<file path="config.mk">
export PLATFORM = sky130hd
export DESIGN_NAME = cbor_item_stream_parser
export DESIGN_NICKNAME = d
export VERILOG_FILES = /design/src/rtl/cisp_pkg.sv /design/src/rtl/cisp_stack.sv /design/src/rtl/cisp_decode.sv /design/src/rtl/cbor_item_stream_parser.sv
export SDC_FILE = /design/constraint.sdc
export NUM_CORES = 1
export LEC_CHECK = 0
export BUFFER_PORTS_ARGS = -buffer_cell sky130_fd_sc_hd__clkbuf_2
export CORE_MARGIN = 5
export CORE_UTILIZATION = 47
export DETAILED_ROUTE_END_ITERATION = 8
export PLACE_DENSITY = 0.64
export SLEW_MARGIN = 30
export SYNTH_ARGS = -nofsm -noshare
export SYNTH_HDL_FRONTEND = slang
export SYNTH_SLANG_ARGS = --single-unit
</file>
<file path="constraint.sdc">
create_clock -name aclk -period 6.3 [get_ports aclk]
set_input_delay 1.26 -clock aclk [delete_from_list [all_inputs] [get_ports aclk]]
set_output_delay 1.26 -clock aclk [all_outputs]
set_load 0.02 [all_outputs]
</file>
<file path="src/rtl/cisp_pkg.sv">
// cisp_pkg: shared types and codes of the cbor item stream parser
// event kinds, error codes, major types and the decoder interface structs
// no dependencies
`default_nettype none

package cisp_pkg;

    localparam int DATA_W  = 8;
    localparam int ARG_W   = 32;
    localparam int CNT_W   = 33;
    localparam int NEST_W  = 5;
    localparam int TDATA_W = 56;

    // event kinds
    localparam logic [1:0] EV_HEAD_BYTE = 2'd0;
    localparam logic [1:0] EV_HEAD_DONE = 2'd1;
    localparam logic [1:0] EV_PAYLOAD   = 2'd2;
    localparam logic [1:0] EV_ERROR     = 2'd3;

    // error codes
    localparam logic [1:0] ERR_AI    = 2'd0;
    localparam logic [1:0] ERR_TRUNC = 2'd1;
    localparam logic [1:0] ERR_DEEP  = 2'd2;

    // major types that need special handling
    localparam logic [2:0] MAJ_BSTR  = 3'd2;
    localparam logic [2:0] MAJ_TSTR  = 3'd3;
    localparam logic [2:0] MAJ_ARRAY = 3'd4;
    localparam logic [2:0] MAJ_MAP   = 3'd5;

    // additional info codes
    localparam logic [4:0] AI_ARG1 = 5'd24;
    localparam logic [4:0] AI_ARG2 = 5'd25;
    localparam logic [4:0] AI_ARG4 = 5'd26;

    // parser state seen by the byte decoder
    typedef struct packed {
        logic              err_latched;
        logic              level_full;
        logic [2:0]        head_left;
        logic [2:0]        major;
        logic [ARG_W-1:0]  acc;
        logic [ARG_W-1:0]  payload_left;
    } cisp_state_t;

    // per-byte decode result
    typedef struct packed {
        logic [1:0]        kind;
        logic [ARG_W-1:0]  arg;
        logic [DATA_W-1:0] pbyte;
        logic [2:0]        head_left;
        logic [ARG_W-1:0]  acc;
        logic [2:0]        major;
        logic [ARG_W-1:0]  payload_left;
        logic              err_set;
        logic [1:0]        err_code;
        logic              finish;
        logic              push;
        logic [CNT_W-1:0]  push_cnt;
    } cisp_dec_t;

endpackage

`default_nettype wire

</file>
<file path="src/rtl/cisp_stack.sv">
// cisp_stack: container count stack memory, one write and one read port
// read data is registered; no dependencies
`default_nettype none

module cisp_stack #(
    parameter int DEPTH  = 16,
    parameter int WIDTH  = 33,
    parameter int ADDR_W = 4
) (
    input  wire logic              aclk,
    input  wire logic              wr_en,
    input  wire logic [ADDR_W-1:0] wr_addr,
    input  wire logic [WIDTH-1:0]  wr_data,
    input  wire logic [ADDR_W-1:0] rd_addr,
    output logic      [WIDTH-1:0]  rd_data
);

    logic [WIDTH-1:0] mem [0:DEPTH-1];
    logic [WIDTH-1:0] rd_data_reg;

    always_ff @(posedge aclk) begin
        if (wr_en) begin
            mem[wr_addr] <= wr_data;
        end
        rd_data_reg <= mem[rd_addr];
    end

    assign rd_data = rd_data_reg;

endmodule

`default_nettype wire

</file>
<file path="src/rtl/cisp_decode.sv">
// cisp_decode: per-byte decode of heads, arguments and string payload
// depends on cisp_pkg
`default_nettype none

module cisp_decode
    import cisp_pkg::*;
(
    input  wire logic [DATA_W-1:0] data_byte,
    input  wire cisp_state_t       st,
    output cisp_dec_t              dec
);

    always_comb begin
        logic [4:0]       ai;
        logic             hc;
        logic [ARG_W-1:0] hc_arg;
        logic [CNT_W-1:0] cnt;

        ai     = data_byte[4:0];
        hc     = 1'b0;
        hc_arg = '0;
        cnt    = '0;

        dec              = '0;
        dec.kind         = EV_HEAD_BYTE;
        dec.arg          = st.acc;
        dec.head_left    = st.head_left;
        dec.acc          = st.acc;
        dec.major        = st.major;
        dec.payload_left = st.payload_left;
        dec.err_code     = ERR_AI;

        if (st.err_latched) begin
            dec.kind = EV_ERROR;
        end else if (st.payload_left != '0) begin
            dec.payload_left = st.payload_left - ARG_W'(1);
            dec.kind         = EV_PAYLOAD;
            dec.pbyte        = data_byte;
            dec.arg          = dec.payload_left;
            dec.finish       = (dec.payload_left == '0);
        end else if (st.head_left != 3'd0) begin
            // big-endian argument byte
            dec.acc       = {st.acc[ARG_W-DATA_W-1:0], data_byte};
            dec.head_left = st.head_left - 3'd1;
            dec.arg       = dec.acc;
            if (dec.head_left == 3'd0) begin
                hc     = 1'b1;
                hc_arg = dec.acc;
            end
        end else begin
            // initial byte of a head
            dec.major = data_byte[7:5];
            dec.acc   = '0;
            dec.arg   = '0;
            if (ai < AI_ARG1) begin
                dec.acc = ARG_W'(ai);
                dec.arg = ARG_W'(ai);
                hc      = 1'b1;
                hc_arg  = ARG_W'(ai);
            end else begin
                case (ai)
                    AI_ARG1: dec.head_left = 3'd1;
                    AI_ARG2: dec.head_left = 3'd2;
                    AI_ARG4: dec.head_left = 3'd4;
                    default: begin
                        dec.err_set  = 1'b1;
                        dec.err_code = ERR_AI;
                        dec.kind     = EV_ERROR;
                    end
                endcase
            end
        end

        if (hc) begin
            dec.kind = EV_HEAD_DONE;
            case (dec.major) inside
                MAJ_BSTR, MAJ_TSTR: begin
                    dec.payload_left = hc_arg;
                    dec.finish       = (hc_arg == '0);
                end
                MAJ_ARRAY, MAJ_MAP: begin
                    // a map counts key and value
                    cnt = (dec.major == MAJ_MAP) ? {hc_arg, 1'b0} : {1'b0, hc_arg};
                    if (cnt == '0) begin
                        dec.finish = 1'b1;
                    end else if (st.level_full) begin
                        dec.err_set  = 1'b1;
                        dec.err_code = ERR_DEEP;
                        dec.kind     = EV_ERROR;
                    end else begin
                        dec.push     = 1'b1;
                        dec.push_cnt = cnt;
                    end
                end
                default: dec.finish = 1'b1;
            endcase
        end
    end

endmodule

`default_nettype wire

</file>
<file path="src/rtl/cbor_item_stream_parser.sv">
// cbor_item_stream_parser: top level, byte sequencer, stack control, output register
// depends on cisp_pkg, cisp_decode and cisp_stack
//
// The parser takes one encoded byte per input transaction and returns exactly
// one result transaction for it. For a byte that does not finish an item inside
// an open array or map, the result is registered when the byte is accepted.
// When an item finishes while levels are open, the remaining-count stack (a
// synchronous memory of MAX_DEPTH entries) is walked upward, each visited level
// taking a memory read and then a decrement and write-back; the walk stops at
// the first level whose count stays nonzero or after the outermost one closes.
// The stack needs no clearing pass after reset; only entries below the current
// depth are ever used. A result waits in an output register, and the next byte
// is taken in the same cycle as that result leaves. The end-of-buffer byte
// (s_tlast) returns all state to reset.
`default_nettype none

module cbor_item_stream_parser
    import cisp_pkg::*;
#(
    parameter int MAX_DEPTH = 16
) (
    input  wire logic               aclk,
    input  wire logic               aresetn,
    // input byte stream
    input  wire logic               s_tvalid,
    output logic                    s_tready,
    input  wire logic [DATA_W-1:0]  s_tdata,   // [7:0] data_byte
    input  wire logic               s_tlast,   // end_of_buffer
    // result stream
    output logic                    m_tvalid,
    input  wire logic               m_tready,
    output logic [TDATA_W-1:0]      m_tdata,   // [2:0] major_type, [34:3] argument,
                                               // [42:35] payload_byte, [44:43] error_code,
                                               // [49:45] nest_level, [55:50] zero
    output logic [1:0]              m_tuser,   // event_kind
    output logic                    m_tlast    // item_done
);

    localparam int LVL_W  = $clog2(MAX_DEPTH + 1);
    localparam int ADDR_W = (MAX_DEPTH > 1) ? $clog2(MAX_DEPTH) : 1;

    // sequencer states
    localparam logic [1:0] ST_IDLE = 2'd0;   // waiting for a byte
    localparam logic [1:0] ST_RD   = 2'd1;   // stack top read in flight
    localparam logic [1:0] ST_UPD  = 2'd2;   // decrement and write back the top

    // parser state
    logic [1:0]        state_reg,        state_next;
    logic [2:0]        head_left_reg,    head_left_next;
    logic [ARG_W-1:0]  acc_reg,          acc_next;
    logic [2:0]        major_reg,        major_next;
    logic [ARG_W-1:0]  payload_left_reg, payload_left_next;
    logic [LVL_W-1:0]  level_reg,        level_next;
    logic              err_reg,          err_next;
    logic [1:0]        code_reg,         code_next;

    // result of the byte held while the stack is walked
    logic [1:0]        pend_kind_reg,    pend_kind_next;
    logic [ARG_W-1:0]  pend_arg_reg,     pend_arg_next;
    logic [DATA_W-1:0] pend_pbyte_reg,   pend_pbyte_next;
    logic              pend_last_reg,    pend_last_next;

    // output register
    logic               m_valid_reg,     m_valid_next;
    logic [TDATA_W-1:0] m_data_reg,      m_data_next;
    logic [1:0]         m_kind_reg,      m_kind_next;
    logic               m_done_reg,      m_done_next;

    logic              accept;
    logic              level_full;
    logic [LVL_W-1:0]  level_m1;
    cisp_state_t       dec_st;
    cisp_dec_t         dec;

    // stack memory port
    logic              mem_we;
    logic [ADDR_W-1:0] mem_waddr;
    logic [CNT_W-1:0]  mem_wdata;
    logic [CNT_W-1:0]  mem_rdata;
    logic [CNT_W-1:0]  top_left;
    logic              top_zero;

    // finalize path, shared by the accept cycle and the last stack update
    logic              fin_en;
    logic [1:0]        fin_kind;
    logic [ARG_W-1:0]  fin_arg;
    logic [DATA_W-1:0] fin_pbyte;
    logic              fin_done;
    logic              fin_last;
    logic              cascade;
    logic [LVL_W-1:0]  post_level;
    logic              post_err;
    logic [1:0]        post_code;
    logic              post_busy;
    logic [ARG_W-1:0]  post_acc;
    logic [2:0]        post_major;
    logic              trunc;
    logic [1:0]        out_kind;
    logic [1:0]        out_code;
    logic [ARG_W-1:0]  out_arg;
    logic [DATA_W-1:0] out_pbyte;
    logic              out_done;
    logic [NEST_W-1:0] out_nest;

    assign s_tready   = (state_reg == ST_IDLE) && (!m_valid_reg || m_tready);
    assign accept     = s_tvalid && s_tready;
    assign level_full = (level_reg >= LVL_W'(MAX_DEPTH));
    assign level_m1   = level_reg - LVL_W'(1);

    assign dec_st.err_latched  = err_reg;
    assign dec_st.level_full   = level_full;
    assign dec_st.head_left    = head_left_reg;
    assign dec_st.major        = major_reg;
    assign dec_st.acc          = acc_reg;
    assign dec_st.payload_left = payload_left_reg;

    cisp_decode u_decode (
        .data_byte (s_tdata),
        .st        (dec_st),
        .dec       (dec)
    );

    // the top entry is always addressed; it is read in ST_RD and used in ST_UPD
    assign top_left = mem_rdata - CNT_W'(1);
    assign top_zero = (top_left == '0);

    assign mem_we    = (accept && dec.push) || (state_reg == ST_UPD);
    assign mem_waddr = (state_reg == ST_UPD) ? level_m1[ADDR_W-1:0] : level_reg[ADDR_W-1:0];
    assign mem_wdata = (state_reg == ST_UPD) ? top_left : dec.push_cnt;

    cisp_stack #(
        .DEPTH  (MAX_DEPTH),
        .WIDTH  (CNT_W),
        .ADDR_W (ADDR_W)
    ) u_stack (
        .aclk    (aclk),
        .wr_en   (mem_we),
        .wr_addr (mem_waddr),
        .wr_data (mem_wdata),
        .rd_addr (level_m1[ADDR_W-1:0]),
        .rd_data (mem_rdata)
    );

    // finalize sources
    always_comb begin
        cascade = 1'b0;
        if (state_reg == ST_UPD) begin
            // walking the stack: state other than the level was settled at accept
            post_level = top_zero ? level_m1 : level_reg;
            post_err   = err_reg;
            post_code  = code_reg;
            post_busy  = (head_left_reg != 3'd0) || (payload_left_reg != '0);
            post_acc   = acc_reg;
            post_major = major_reg;
            fin_en     = !top_zero || (level_reg == LVL_W'(1));
            fin_kind   = pend_kind_reg;
            fin_arg    = pend_arg_reg;
            fin_pbyte  = pend_pbyte_reg;
            fin_done   = top_zero;
            fin_last   = pend_last_reg;
        end else begin
            cascade    = dec.finish && (level_reg != '0);
            post_level = level_reg + LVL_W'(dec.push);
            post_err   = err_reg || dec.err_set;
            post_code  = dec.err_set ? dec.err_code : code_reg;
            post_busy  = (dec.head_left != 3'd0) || (dec.payload_left != '0);
            post_acc   = dec.acc;
            post_major = dec.major;
            fin_en     = accept && !cascade;
            fin_kind   = dec.kind;
            fin_arg    = dec.arg;
            fin_pbyte  = dec.pbyte;
            fin_done   = dec.finish;
            fin_last   = s_tlast;
        end

        // unfinished head, payload or container at the end of the buffer
        trunc = fin_last && !post_err && (post_busy || (post_level != '0));

        out_kind  = trunc ? EV_ERROR : fin_kind;
        out_arg   = fin_arg;
        out_pbyte = fin_pbyte;
        out_done  = fin_done;
        out_code  = 2'd0;
        if (out_kind == EV_ERROR) begin
            out_arg   = post_acc;
            out_pbyte = '0;
            out_done  = 1'b0;
            out_code  = trunc ? ERR_TRUNC : post_code;
        end
        out_nest = NEST_W'({{NEST_W{1'b0}}, post_level});
    end

    // next state
    always_comb begin
        state_next        = state_reg;
        head_left_next    = head_left_reg;
        acc_next          = acc_reg;
        major_next        = major_reg;
        payload_left_next = payload_left_reg;
        level_next        = level_reg;
        err_next          = err_reg;
        code_next         = code_reg;
        pend_kind_next    = pend_kind_reg;
        pend_arg_next     = pend_arg_reg;
        pend_pbyte_next   = pend_pbyte_reg;
        pend_last_next    = pend_last_reg;
        m_valid_next      = m_valid_reg && !m_tready;
        m_data_next       = m_data_reg;
        m_kind_next       = m_kind_reg;
        m_done_next       = m_done_reg;

        unique case (state_reg)
            ST_IDLE: begin
                if (accept) begin
                    head_left_next    = dec.head_left;
                    acc_next          = dec.acc;
                    major_next        = dec.major;
                    payload_left_next = dec.payload_left;
                    level_next        = post_level;
                    err_next          = post_err;
                    code_next         = post_code;
                    pend_kind_next    = dec.kind;
                    pend_arg_next     = dec.arg;
                    pend_pbyte_next   = dec.pbyte;
                    pend_last_next    = s_tlast;
                    if (cascade) begin
                        state_next = ST_RD;
                    end
                end
            end
            ST_RD: begin
                state_next = ST_UPD;
            end
            ST_UPD: begin
                level_next = post_level;
                state_next = fin_en ? ST_IDLE : ST_RD;
            end
            default: begin
                state_next = ST_IDLE;
            end
        endcase

        if (fin_en) begin
            m_valid_next = 1'b1;
            m_kind_next  = out_kind;
            m_done_next  = out_done;
            m_data_next  = {6'd0, out_nest, out_code, out_pbyte, out_arg, post_major};
            if (trunc) begin
                err_next  = 1'b1;
                code_next = ERR_TRUNC;
            end
            // end of buffer: back to the initial state
            if (fin_last) begin
                head_left_next    = 3'd0;
                acc_next          = '0;
                major_next        = 3'd0;
                payload_left_next = '0;
                level_next        = '0;
                err_next          = 1'b0;
                code_next         = ERR_AI;
            end
        end
    end

    always_ff @(posedge aclk) begin
        if (!aresetn) begin
            state_reg        <= ST_IDLE;
            head_left_reg    <= 3'd0;
            acc_reg          <= '0;
            major_reg        <= 3'd0;
            payload_left_reg <= '0;
            level_reg        <= '0;
            err_reg          <= 1'b0;
            code_reg         <= ERR_AI;
            m_valid_reg      <= 1'b0;
        end else begin
            state_reg        <= state_next;
            head_left_reg    <= head_left_next;
            acc_reg          <= acc_next;
            major_reg        <= major_next;
            payload_left_reg <= payload_left_next;
            level_reg        <= level_next;
            err_reg          <= err_next;
            code_reg         <= code_next;
            m_valid_reg      <= m_valid_next;
        end
        pend_kind_reg  <= pend_kind_next;
        pend_arg_reg   <= pend_arg_next;
        pend_pbyte_reg <= pend_pbyte_next;
        pend_last_reg  <= pend_last_next;
        m_data_reg     <= m_data_next;
        m_kind_reg     <= m_kind_next;
        m_done_reg     <= m_done_next;
    end

    assign m_tvalid = m_valid_reg;
    assign m_tdata  = m_data_reg;
    assign m_tuser  = m_kind_reg;
    assign m_tlast  = m_done_reg;

    // depth never passes the stack size
    a_level_bound: assert property (@(posedge aclk) disable iff (!aresetn)
        level_reg <= LVL_W'(MAX_DEPTH))
        else $error("stack level beyond depth");

    // the stack is only walked with an open level
    a_walk_open: assert property (@(posedge aclk) disable iff (!aresetn)
        (state_reg == ST_UPD) |-> (level_reg != '0))
        else $error("stack update with no open level");

    // output slot stays free while a result is pending
    a_slot_free: assert property (@(posedge aclk) disable iff (!aresetn)
        (state_reg != ST_IDLE) |-> !m_valid_reg)
        else $error("output loaded during stack walk");

    // no push into a full stack
    a_no_overflow: assert property (@(posedge aclk) disable iff (!aresetn)
        (accept && dec.push) |-> !level_full)
        else $error("push into full stack");

    // a read is always followed by its update
    a_read_update: assert property (@(posedge aclk) disable iff (!aresetn)
        (state_reg == ST_RD) |=> (state_reg == ST_UPD))
        else $error("stack read not followed by update");

endmodule

`default_nettype wire
</file>
After elaboration in Yosys (flattened, before gate mapping)
Memories as Yosys holds them, arrays and structs flattened. A register that Yosys moved wholly into a read port is not among the register bits. Cells that the tools add are included.

Bits in registers: 177. Bits in latches: 0. RAM bits: 528. Bits in read-only memories: 0. Input bits: 13. Output and inout port bits: 61. Logic and storage cells: 184. Memories kept: 1.

Memory list: u_stack.mem (depth 16, width 33, read ports 1, clocked after memory_dff 1, write ports 1, line cisp_stack.sv:18) `logic [WIDTH-1:0] mem [0:DEPTH-1];`.

Add/subtract/negate cells: 5. $mul: 0. Div/mod/pow operators: 0. Order comparisons: 2. Equal/unequal tests: 13. Shift-type cells: 0. Multiplexer cells: 105. Bitwise logic cells: 1. Reductions and logical operators: 38.

Operators by type and width (count): 2-to-1 mux 32 bit (18); 2-to-1 mux 34 bit (5); 2-to-1 mux 114 bit (1); 2-to-1 mux 70 bit (1); zero test 33 bit (2); 2-to-1 mux 33 bit (2); zero test 32 bit (2); nonzero test 32 bit (2); 2-to-1 mux 3 bit (19); 2-to-1 mux 2 bit (20); 2-to-1 mux 38 bit (1); 2-to-1 mux 35 bit (1); subtractor 33 x 1 -> 33 bit (second input constant) (1); subtractor 32 x 1 -> 32 bit (second input constant) (1); 2-to-1 mux 5 bit (6); 2-to-1 mux 1 bit (25); 2-to-1 mux 8 bit (2); equality test 5 bit (second input constant) (3); one-hot mux 5 bit (2 select lines) (1); nonzero test 5 bit (2); one-hot mux 3 bit (3 select lines) (1); logical AND 1 bit (8); logical OR 1 bit (7); equality test 3 x 2 -> 1 bit (second input constant) (2); other kinds (20) (31).

Logic depth before layout (Yosys ltp)
Gate-level depths: netlist of run 1.

Depth in word-level cells: 23. Gate-level depth with buffers: 21. Mapped depth without buffers: 18.

Cells and area by module
A second synthesis of run 1 with hierarchy kept.

Cell total of the unflattened synthesis: 2471. Area, all modules: 33646.0 um^2.

By module, submodules not included: cisp_stack (times used 1, cells each 864, area an instance 20631.0 um^2, sequential area each 16515.8 um^2); cbor_item_stream_parser (times used 1, cells each 883, area an instance 8829.7 um^2, sequential area each 4504.3 um^2); cisp_decode (times used 1, cells each 724, area an instance 4185.3 um^2, sequential area each 0.0 um^2).

Worst setup path before layout of run 1
No wires, ideal clock.

Kind: flip-flop to flip-flop. Start point: register payload_left_reg[0]. End point: register m_data_reg[0], in the netlist m_tdata[0], enable pin. Setup time: 483 ps. Arrival time: 5771 ps. Data required time: 5817 ps. Path slack: 45 ps. Cell stages (with the launch flop): 15. Buffers on the path: 2. Clock period less this slack: 6255 ps. Cells stage by stage: dfxtp_1 -> inv_1 -> ha_1 -> clkbuf_1 -> or3b_2 -> clkbuf_1 -> nor4_1 -> nand3_1 -> xnor2_1 -> nor4_1 -> nand4b_1 -> o2bb2a_1 -> o311a_1 -> nand2b_1 -> a21oi_1.

Word-level cells in the longest chain between the ends: 14. Elaborated cells between the ends (all ways): 27. Classes of those cells: add/sub: 1; eq/ne: 4; mux: 13; reduce/logical: 9.

RTL lines: start: declaration (line cbor_item_stream_parser.sv:52) `logic [ARG_W-1:0] payload_left_reg, payload_left_next;`; start signal: assignment (line cbor_item_stream_parser.sv:282) `payload_left_reg <= payload_left_next;`; branches (longest 9 deep; another with subtractor 32 x 1 -> 32 bit); 2-to-1 mux 70 bit * (line cisp_decode.sv:74) `if (hc) begin`; logical AND 1 bit * (line cbor_item_stream_parser.sv:162) `cascade = dec.finish && (level_reg != '0);`; zero test 1 bit * (line cbor_item_stream_parser.sv:169) `fin_en = accept && !cascade;`; logical AND 1 bit * (line cbor_item_stream_parser.sv:169); 2-to-1 mux 1 bit * (line cbor_item_stream_parser.sv:147) `if (state_reg == ST_UPD) begin`; end signal: assignment (line cbor_item_stream_parser.sv:292) `m_data_reg <= m_data_next;`; end: declaration (line cbor_item_stream_parser.sv:65) `logic [TDATA_W-1:0] m_data_reg, m_data_next;`.

Every way passes the cells marked *. A chain may end at the register's enable or synchronous reset.

Final worst setup path of run 1
Start point: register payload_left_reg[12]. End point: memory u_stack.mem[3][17], data pin.

Word-level cells in the longest chain between the ends: 11. Elaborated cells between the ends (all ways): 21. Classes of those cells: eq/ne: 4; mux: 13; reduce/logical: 4.

RTL lines: nonzero test 32 bit * (line cisp_decode.sv:35) `end else if (st.payload_left != '0) begin`; 2-to-1 mux 38 bit (line cisp_decode.sv:35); 2-to-1 mux 114 bit (line cisp_decode.sv:33) `if (st.err_latched) begin`; equality test 3 bit (line cisp_decode.sv:83) `cnt = (dec.major == MAJ_MAP) ? {hc_arg, 1'b0} : {1'b0, hc_arg};`; 2-to-1 mux 33 bit (line cisp_decode.sv:83); zero test 33 bit / 2-to-1 mux 34 bit (equally long branches) (line cisp_decode.sv:84, cisp_decode.sv:86); 2-to-1 mux 34 bit (line cisp_decode.sv:84) `if (cnt == '0) begin`; 2-to-1 mux 34 bit (2 in a row) (line cisp_decode.sv:76) `case (dec.major) inside`; 2-to-1 mux 70 bit * (line cisp_decode.sv:74); 2-to-1 mux 33 bit * (line cbor_item_stream_parser.sv:129) `assign mem_wdata = (state_reg == ST_UPD) ? top_left : dec.push_cnt;`; named net mem_wdata[17] (line cbor_item_stream_parser.sv:78) `logic [CNT_W-1:0] mem_wdata;`; end: declaration (line cisp_stack.sv:18).

Mark *: on every way through the listed nets, which the timed path passes. The rest lies on a longest branch.

==> results of run 1 <==
[logic make-up (layout without fill, tap and decap cells)]
| logic type | after synthesis | after routing |
|---|---|---|
| other cells | 1 | 6 |
| flops | 738 | 738 |
| xor+xnor | 69 | 69 |
| mux | 292 | 292 |
| fa+ha+maj | 12 | 12 |
| buf+inv | 226 | 350 |
| compound gates | 409 | 409 |
| simple gates | 696 | 696 |
[Yosys cell counts, types with 7 or more instances]
cell,number,share of area
or3_1,16,0.0030
inv_1,24,0.0027
nor3_1,59,0.0088
o31ai_1,15,0.0033
nand2_1,180,0.020
buf_1,14,0.0016
nor2_1,217,0.024
mux2i_1,102,0.030
a211oi_1,13,0.0029
o31a_1,7,0.0018
o21ai_1,8,0.0012
nand3_1,47,0.0070
a311oi_1,17,0.0044
ha_1,12,0.0045
xor2_1,26,0.0068
xnor2_1,43,0.011
a21oi_1,163,0.024
mux4_2,165,0.11
o21ai_0,65,0.0097
nor2b_1,11,0.0020
o22ai_1,28,0.0052
a22oi_1,8,0.0018
nor4b_1,9,0.0023
edfxtp_1,624,0.56
nand3b_1,7,0.0016
clkbuf_1,171,0.019
o211ai_1,7,0.0016
a31oi_1,16,0.0030
nand2b_1,13,0.0024
nand4_1,26,0.0048
mux2_2,25,0.0084
or4_1,14,0.0031
nor4_1,40,0.0074
dfxtp_1,114,0.068
buf_6,7,0.0023
and2_1,11,0.0020
[worst min path at each step]
stage                                       from                endpoint  cells after the start
after floorplan           acc_reg[24]$_SDFF_PN0_  acc_reg[24]$_SDFF_PN0_                      2
after global placement    acc_reg[31]$_SDFF_PN0_  acc_reg[31]$_SDFF_PN0_                      2
after detailed placement  acc_reg[24]$_SDFF_PN0_  acc_reg[24]$_SDFF_PN0_                      2
after CTS                 acc_reg[24]$_SDFF_PN0_  acc_reg[24]$_SDFF_PN0_                      2
after global routing      acc_reg[25]$_SDFF_PN0_  acc_reg[25]$_SDFF_PN0_                      2
final                     acc_reg[25]$_SDFF_PN0_  acc_reg[25]$_SDFF_PN0_                      2
[power by group]
part,switching (mW),leakage (nW),internal [mW],total [mW]
sequential,0.152,6.39,5.54,5.69
clock,1.94,1.25,2.66,4.60
combinational,1.77,4.40,0.911,2.68
[critical path: cells and delay by family (launching register included)]
| kind | cells | cell delay (ns) |
|---|---|---|
| buffers and inverters | 5 | 1.51 |
| DFF | 1 | 0.43 |
| muxes | 2 | 0.53 |
| and+or+nand+nor | 5 | 2.21 |
| AOI/OAI and AO/OA | 3 | 0.84 |
[per-layer routing]
metal,vias up,wire length (µm),track usage
met5,-,0,0
met4,0,4101,0.09142
met3,220,6755,0.04402
met2,984,49780,0.4285
met1,11155,39290,0.3354
li1,9621,-,-
[per-stage QoR]
step	util	power, mW
4_1_cts	0.5381	13.04
3_5_place_dp	0.5019	8.428
2_1_floorplan	-	7.438
5_1_grt	0.5390	13.48
3_3_place_gp	0.5017	8.422
6_report	0.5390	12.98
[layout make-up]
| type | count | area (µm²) | area share |
|---|---|---|---|
| clock buffer | 95 | 2036 | 0.05302 |
| clock inverter | 47 | 541.8 | 0.01411 |
| inverter | 24 | 90.09 | 0.002346 |
| multi-input combinational | 1484 | 12030 | 0.3134 |
| sequential | 738 | 21030 | 0.5476 |
| tap | 950 | 1189 | 0.03096 |
| timing repair buffer | 184 | 1484 | 0.03865 |
==> flow_metrics.tcl, run 1 <==
set metrics [dict create \
    die-area_um2 77110 \
    antennaDiodeCount 0 \
    ant_nets 0 \
    synth-seq-cells 738 \
    reg2reg_depth 15 \
    coreArea_um2 71240 \
    post_cts_buffers 0 \
    grt_max_degree 136 \
    dr.pass1.iters 6 \
    place_ws_ns 0.4700 \
    final_common_cell "edfxtp_1" \
    maxSlewHeadroom 0.3209 \
    peakVddDrop_mv 0.2334 \
    critPathMaxFanout 33 \
    period_share 0.9038 \
    dp.cells 3379 \
    hold_path.class "reg2reg" \
    fin_cells 3522 \
    period_needed_ns 5.694 \
    worst_slew_pin_slew_ns 1.019 \
    dpl_cell_area_um2 35760 \
    tns_ns 0 \
    grt_pass1_wl_um 147400 \
    rsz0062_at_grt "no" \
    syn_area_per_cell_um2 13.79 \
    start_util 0.4728 \
    layout_common_cells "edfxtp_1, nor2_1, nand2_1, mux4_2, a21oi_1" \
    synthAdderAreaFrac 0.004458 \
    leakage_nw 12.04 \
    place_congestion 0.9801 \
    clock_latency_ns 0.64 \
    path_cells "or4_1 > or4_1 > nor4_1 > buf_4 > mux2i_4 > buf_4 > buf_4 > mux2i_1 > a21oi_1 > a2111o_1 > nor2_1 > nand3_1 > buf_4 > o22ai_1 > buf_4" \
    required_ns 6.77 \
    yosysWarnings 0 \
    final-hold-violation-count 0 \
    clk_pin_slew_ns 0.06 \
    synth_mux_area_frac 0.1490 \
    synth_cell_types 89 \
    num-fill-cells 5771 \
    maxSlewViolCount 0 \
    worstSetupStartpointType "flop" \
    status "finished clean" \
    area_delta_synth_final_pct 14.01 \
    slowest_stage "or4_1" \
    grt_pass1_vias 21753 \
    synth_xor_area_frac 0.01794 \
    cts_buffers 78 \
    numPortBuffers 67 \
    max_cap_violations 0 \
    syn_inst 2443 \
    vias_per_cell 6.241 \
    finClkSkew_ns 0.02992 \
    startpoint "payload_left_reg[12]$_SDFF_PN0_" \
    via_count 21980 \
    setup_ws_ns 0.6060 \
    p_per_area_nw_per_um2 338.1 \
    wire_per_inst_um 28.37 \
    ys.flop_type "edfxtp_1" \
    drc 0 \
    clock.fmax_mhz 175.6 \
    cp-endpoint "u_stack.mem[3][17]$_DFFE_PP_" \
    drive_above_1_share 0.2150 \
    crit_arrival_ns 6.17 \
    largest_register_ffs 528 \
    die_w_um 277.7 \
    track_usage 0.2543 \
    r2r-start "payload_left_reg[12]$_SDFF_PN0_" \
    clk_path_buf_depth 3 \
    critical_path_class "reg2reg" \
    hold_buffers 0 \
    clock-sinks 738 \
    synth_top_family_by_area "multiplexers" \
    antenna_found_initial 0 \
    max_stage_delay_ns 0.64 \
    synth_compound_area_frac 0.07612 \
    root_buffer "clkbuf_16" \
    crit_top_cell "buf_4" \
    hold_slack_ns 0.4688 \
    synth_edf_count 624 \
    layout.nets 2535 \
    cts_tree "done" \
    r2r_slack_ns 0.61 \
    grt_overflow 0 \
    cts_max_level 3 \
    synth-simple-area-share 0.1007 \
    syn_area_um2 33680 \
    rr_endpoint "u_stack.mem[3][17]$_DFFE_PP_" \
    routed_wl_um 99930 \
    setup_viol 0 \
    ys_seq_area_frac 0.6241 \
    synthArstFlopShare 0 \
    place_hpwl_um 60910 \
    die_h_um 277.7 \
    drtIter0Drc 2642 \
    fin_area_um2 38400 \
    endpoint_kind "flop" \
    io_pins 74 \
    placementRows 98 \
    cts.repair.resized 0 \
]
Power figures use the tool's default switching activity.
==> run 2: changes to the inputs <==
--- a/config.mk
+++ b/config.mk
@@ -9,7 +9,7 @@
 export CORE_MARGIN = 5
 export CORE_UTILIZATION = 47
 export DETAILED_ROUTE_END_ITERATION = 8
-export PLACE_DENSITY = 0.64
+export PLACE_DENSITY = 0.62
 export SLEW_MARGIN = 30
 export SYNTH_ARGS = -nofsm -noshare
 export SYNTH_HDL_FRONTEND = slang
==> constraint.sdc (replaced) <==
create_clock -name aclk -period 5.8 [get_ports aclk]
set_input_delay 1.16 -clock aclk [delete_from_list [all_inputs] [get_ports aclk]]
set_output_delay 1.16 -clock aclk [all_outputs]
set_load 0.02 [all_outputs]
==> run 2 against run 1 <==
Clock skew down 0.0036 ns. Power is 8.9% higher. Largest power group unchanged. Die area unchanged. Register-to-register slack worse by 0.27 ns. Critical path type unchanged. Critical endpoint is now m_tdata[12]$_DFFE_PN_. Largest cell class unchanged. Maximum frequency rose by 4.3%. Routed wire length shrank 0.42%.
==> flow_metrics.tcl, run 2 (synthesis results as in run 1) <==
set metrics [dict create \
    status "finished clean" \
    grt_max_degree 65 \
    place_congestion 1.008 \
    fin_area_um2 38560 \
    post_cts_buffers 0 \
    clk_pin_slew_ns 0.06 \
    leakage_nw 12.11 \
    final-hold-violation-count 0 \
    num-fill-cells 5893 \
    worst_slew_pin_slew_ns 1.049 \
    drc 0 \
    final_common_cell "edfxtp_1" \
    antenna_found_initial 0 \
    coreArea_um2 71240 \
    maxSlewViolCount 0 \
    cts.repair.resized 0 \
    layout.nets 2554 \
    clock_latency_ns 0.64 \
    place_hpwl_um 61970 \
    clock.fmax_mhz 183.1 \
    antennaDiodeCount 0 \
    regArea_um2 21020 \
    rsz0062_at_grt "no" \
    tns_ns 0 \
    area_delta_synth_final_pct 14.48 \
    period_share 0.9417 \
    die-area_um2 77110 \
    largest_register_ffs 528 \
    multi_input_area_um2 12080 \
    layout_common_cells "edfxtp_1, nor2_1, nand2_1, mux4_2, a21oi_1" \
    io_pins 74 \
    hold_buffers 0 \
    finalPower_mw 14.13 \
    track_usage 0.2521 \
    peakVddDrop_mv 0.2560 \
    grt_overflow 0 \
    crit_arrival_ns 5.81 \
    maxSlewHeadroom 0.3009 \
    via_count 21988 \
    cts_tree "done" \
    grt_pass1_vias 21673 \
    cts_buffers 79 \
    grt_pass1_wl_um 146700 \
    ant_nets 0 \
    dp.cells 3398 \
    critical_path_class "reg2reg" \
    dpl_cell_area_um2 35870 \
    wire_per_inst_um 28.08 \
    period_needed_ns 5.462 \
    p_per_area_nw_per_um2 366.6 \
    max_cap_violations 0 \
    fin_cells 3544 \
    required_ns 6.15 \
    endpoint_kind "flop" \
    dr.pass1.iters 5 \
    critPathMaxFanout 41 \
    vias_per_cell 6.204 \
    finClkSkew_ns 0.02633 \
    placementRows 98 \
    clk_path_buf_depth 3 \
    hold_path.class "reg2reg" \
    cts_max_level 3 \
    numPortBuffers 67 \
    die_h_um 277.7 \
    drive_above_1_share 0.2209 \
    worstSetupStartpointType "flop" \
    final_util 0.5412 \
    routed_wl_um 99510 \
    start_util 0.4728 \
    die_w_um 277.7 \
    drtIter0Drc 2102 \
    root_buffer "clkbuf_16" \
    setup_viol 0 \
    clock-sinks 738 \
]
[run 2: cell type report]
cell class,count,area share
Clock buffer,119,0.05750
Clock inverter,27,0.009702
Inverter,24,0.002336
Multi-Input combinational cell,1484,0.3132
Sequential cell,738,0.5453
Tap cell,950,0.03083
Timing Repair Buffer,202,0.04115
[run 2: critical path: stages (launching register included)]
cell and delay, ns:
dfxtp_1 0.39, or4_1 0.56, or4_1 0.53, nor4_1 0.23
buf_4 0.18, mux2i_4 0.21, mux2_2 0.37, o221a_2 0.29
nor2_1 0.17, ha_1 0.20, ha_1 0.26, or4_1 0.51
o21a_1 0.12, a2111o_1 0.42, a31o_2 0.28, buf_12 0.18
mux2i_1 0.18
[run 2: final timing paths]
path	startpoint	to	slack (ns)	cells past startpoint
worst max-delay path	payload_left_reg[14]$_SDFF_PN0_	m_tdata[12]$_DFFE_PN_	0.34	16
worst min-delay path	acc_reg[24]$_SDFF_PN0_	acc_reg[24]$_SDFF_PN0_	0.47	2
worst max register to register	payload_left_reg[14]$_SDFF_PN0_	m_tdata[12]$_DFFE_PN_	0.34	16
worst min register to register	acc_reg[24]$_SDFF_PN0_	acc_reg[24]$_SDFF_PN0_	0.47	2
[run 2: through the flow]
stage	hold WS [ns]	setup WS (ns)
detailed placement	0.4628	0.3415
CTS	0.4710	0.3706
finish	0.4698	0.3382
global route	0.4875	0.02901
global placement	0.4511	0.3756
floorplan	0.4428	0.3295
[run 2: where the power goes]
part	internal, mW	leakage [nW]	switching [mW]
Combinational	1.03	4.48	1.94
Clock	2.90	1.25	2.09
Sequential	6.02	6.39	0.145
[run 2: per-layer routing]
| metal | vias up | track usage | part of all wire |
|---|---|---|---|
| met2 | 971 | 0.4159 | 0.49 |
| met4 | 0 | 0.09459 | 0.043 |
| met3 | 227 | 0.03409 | 0.064 |
| li1 | 9658 | - | - |
| met1 | 11132 | 0.3452 | 0.41 |
| met5 | - | 0 | 0 |
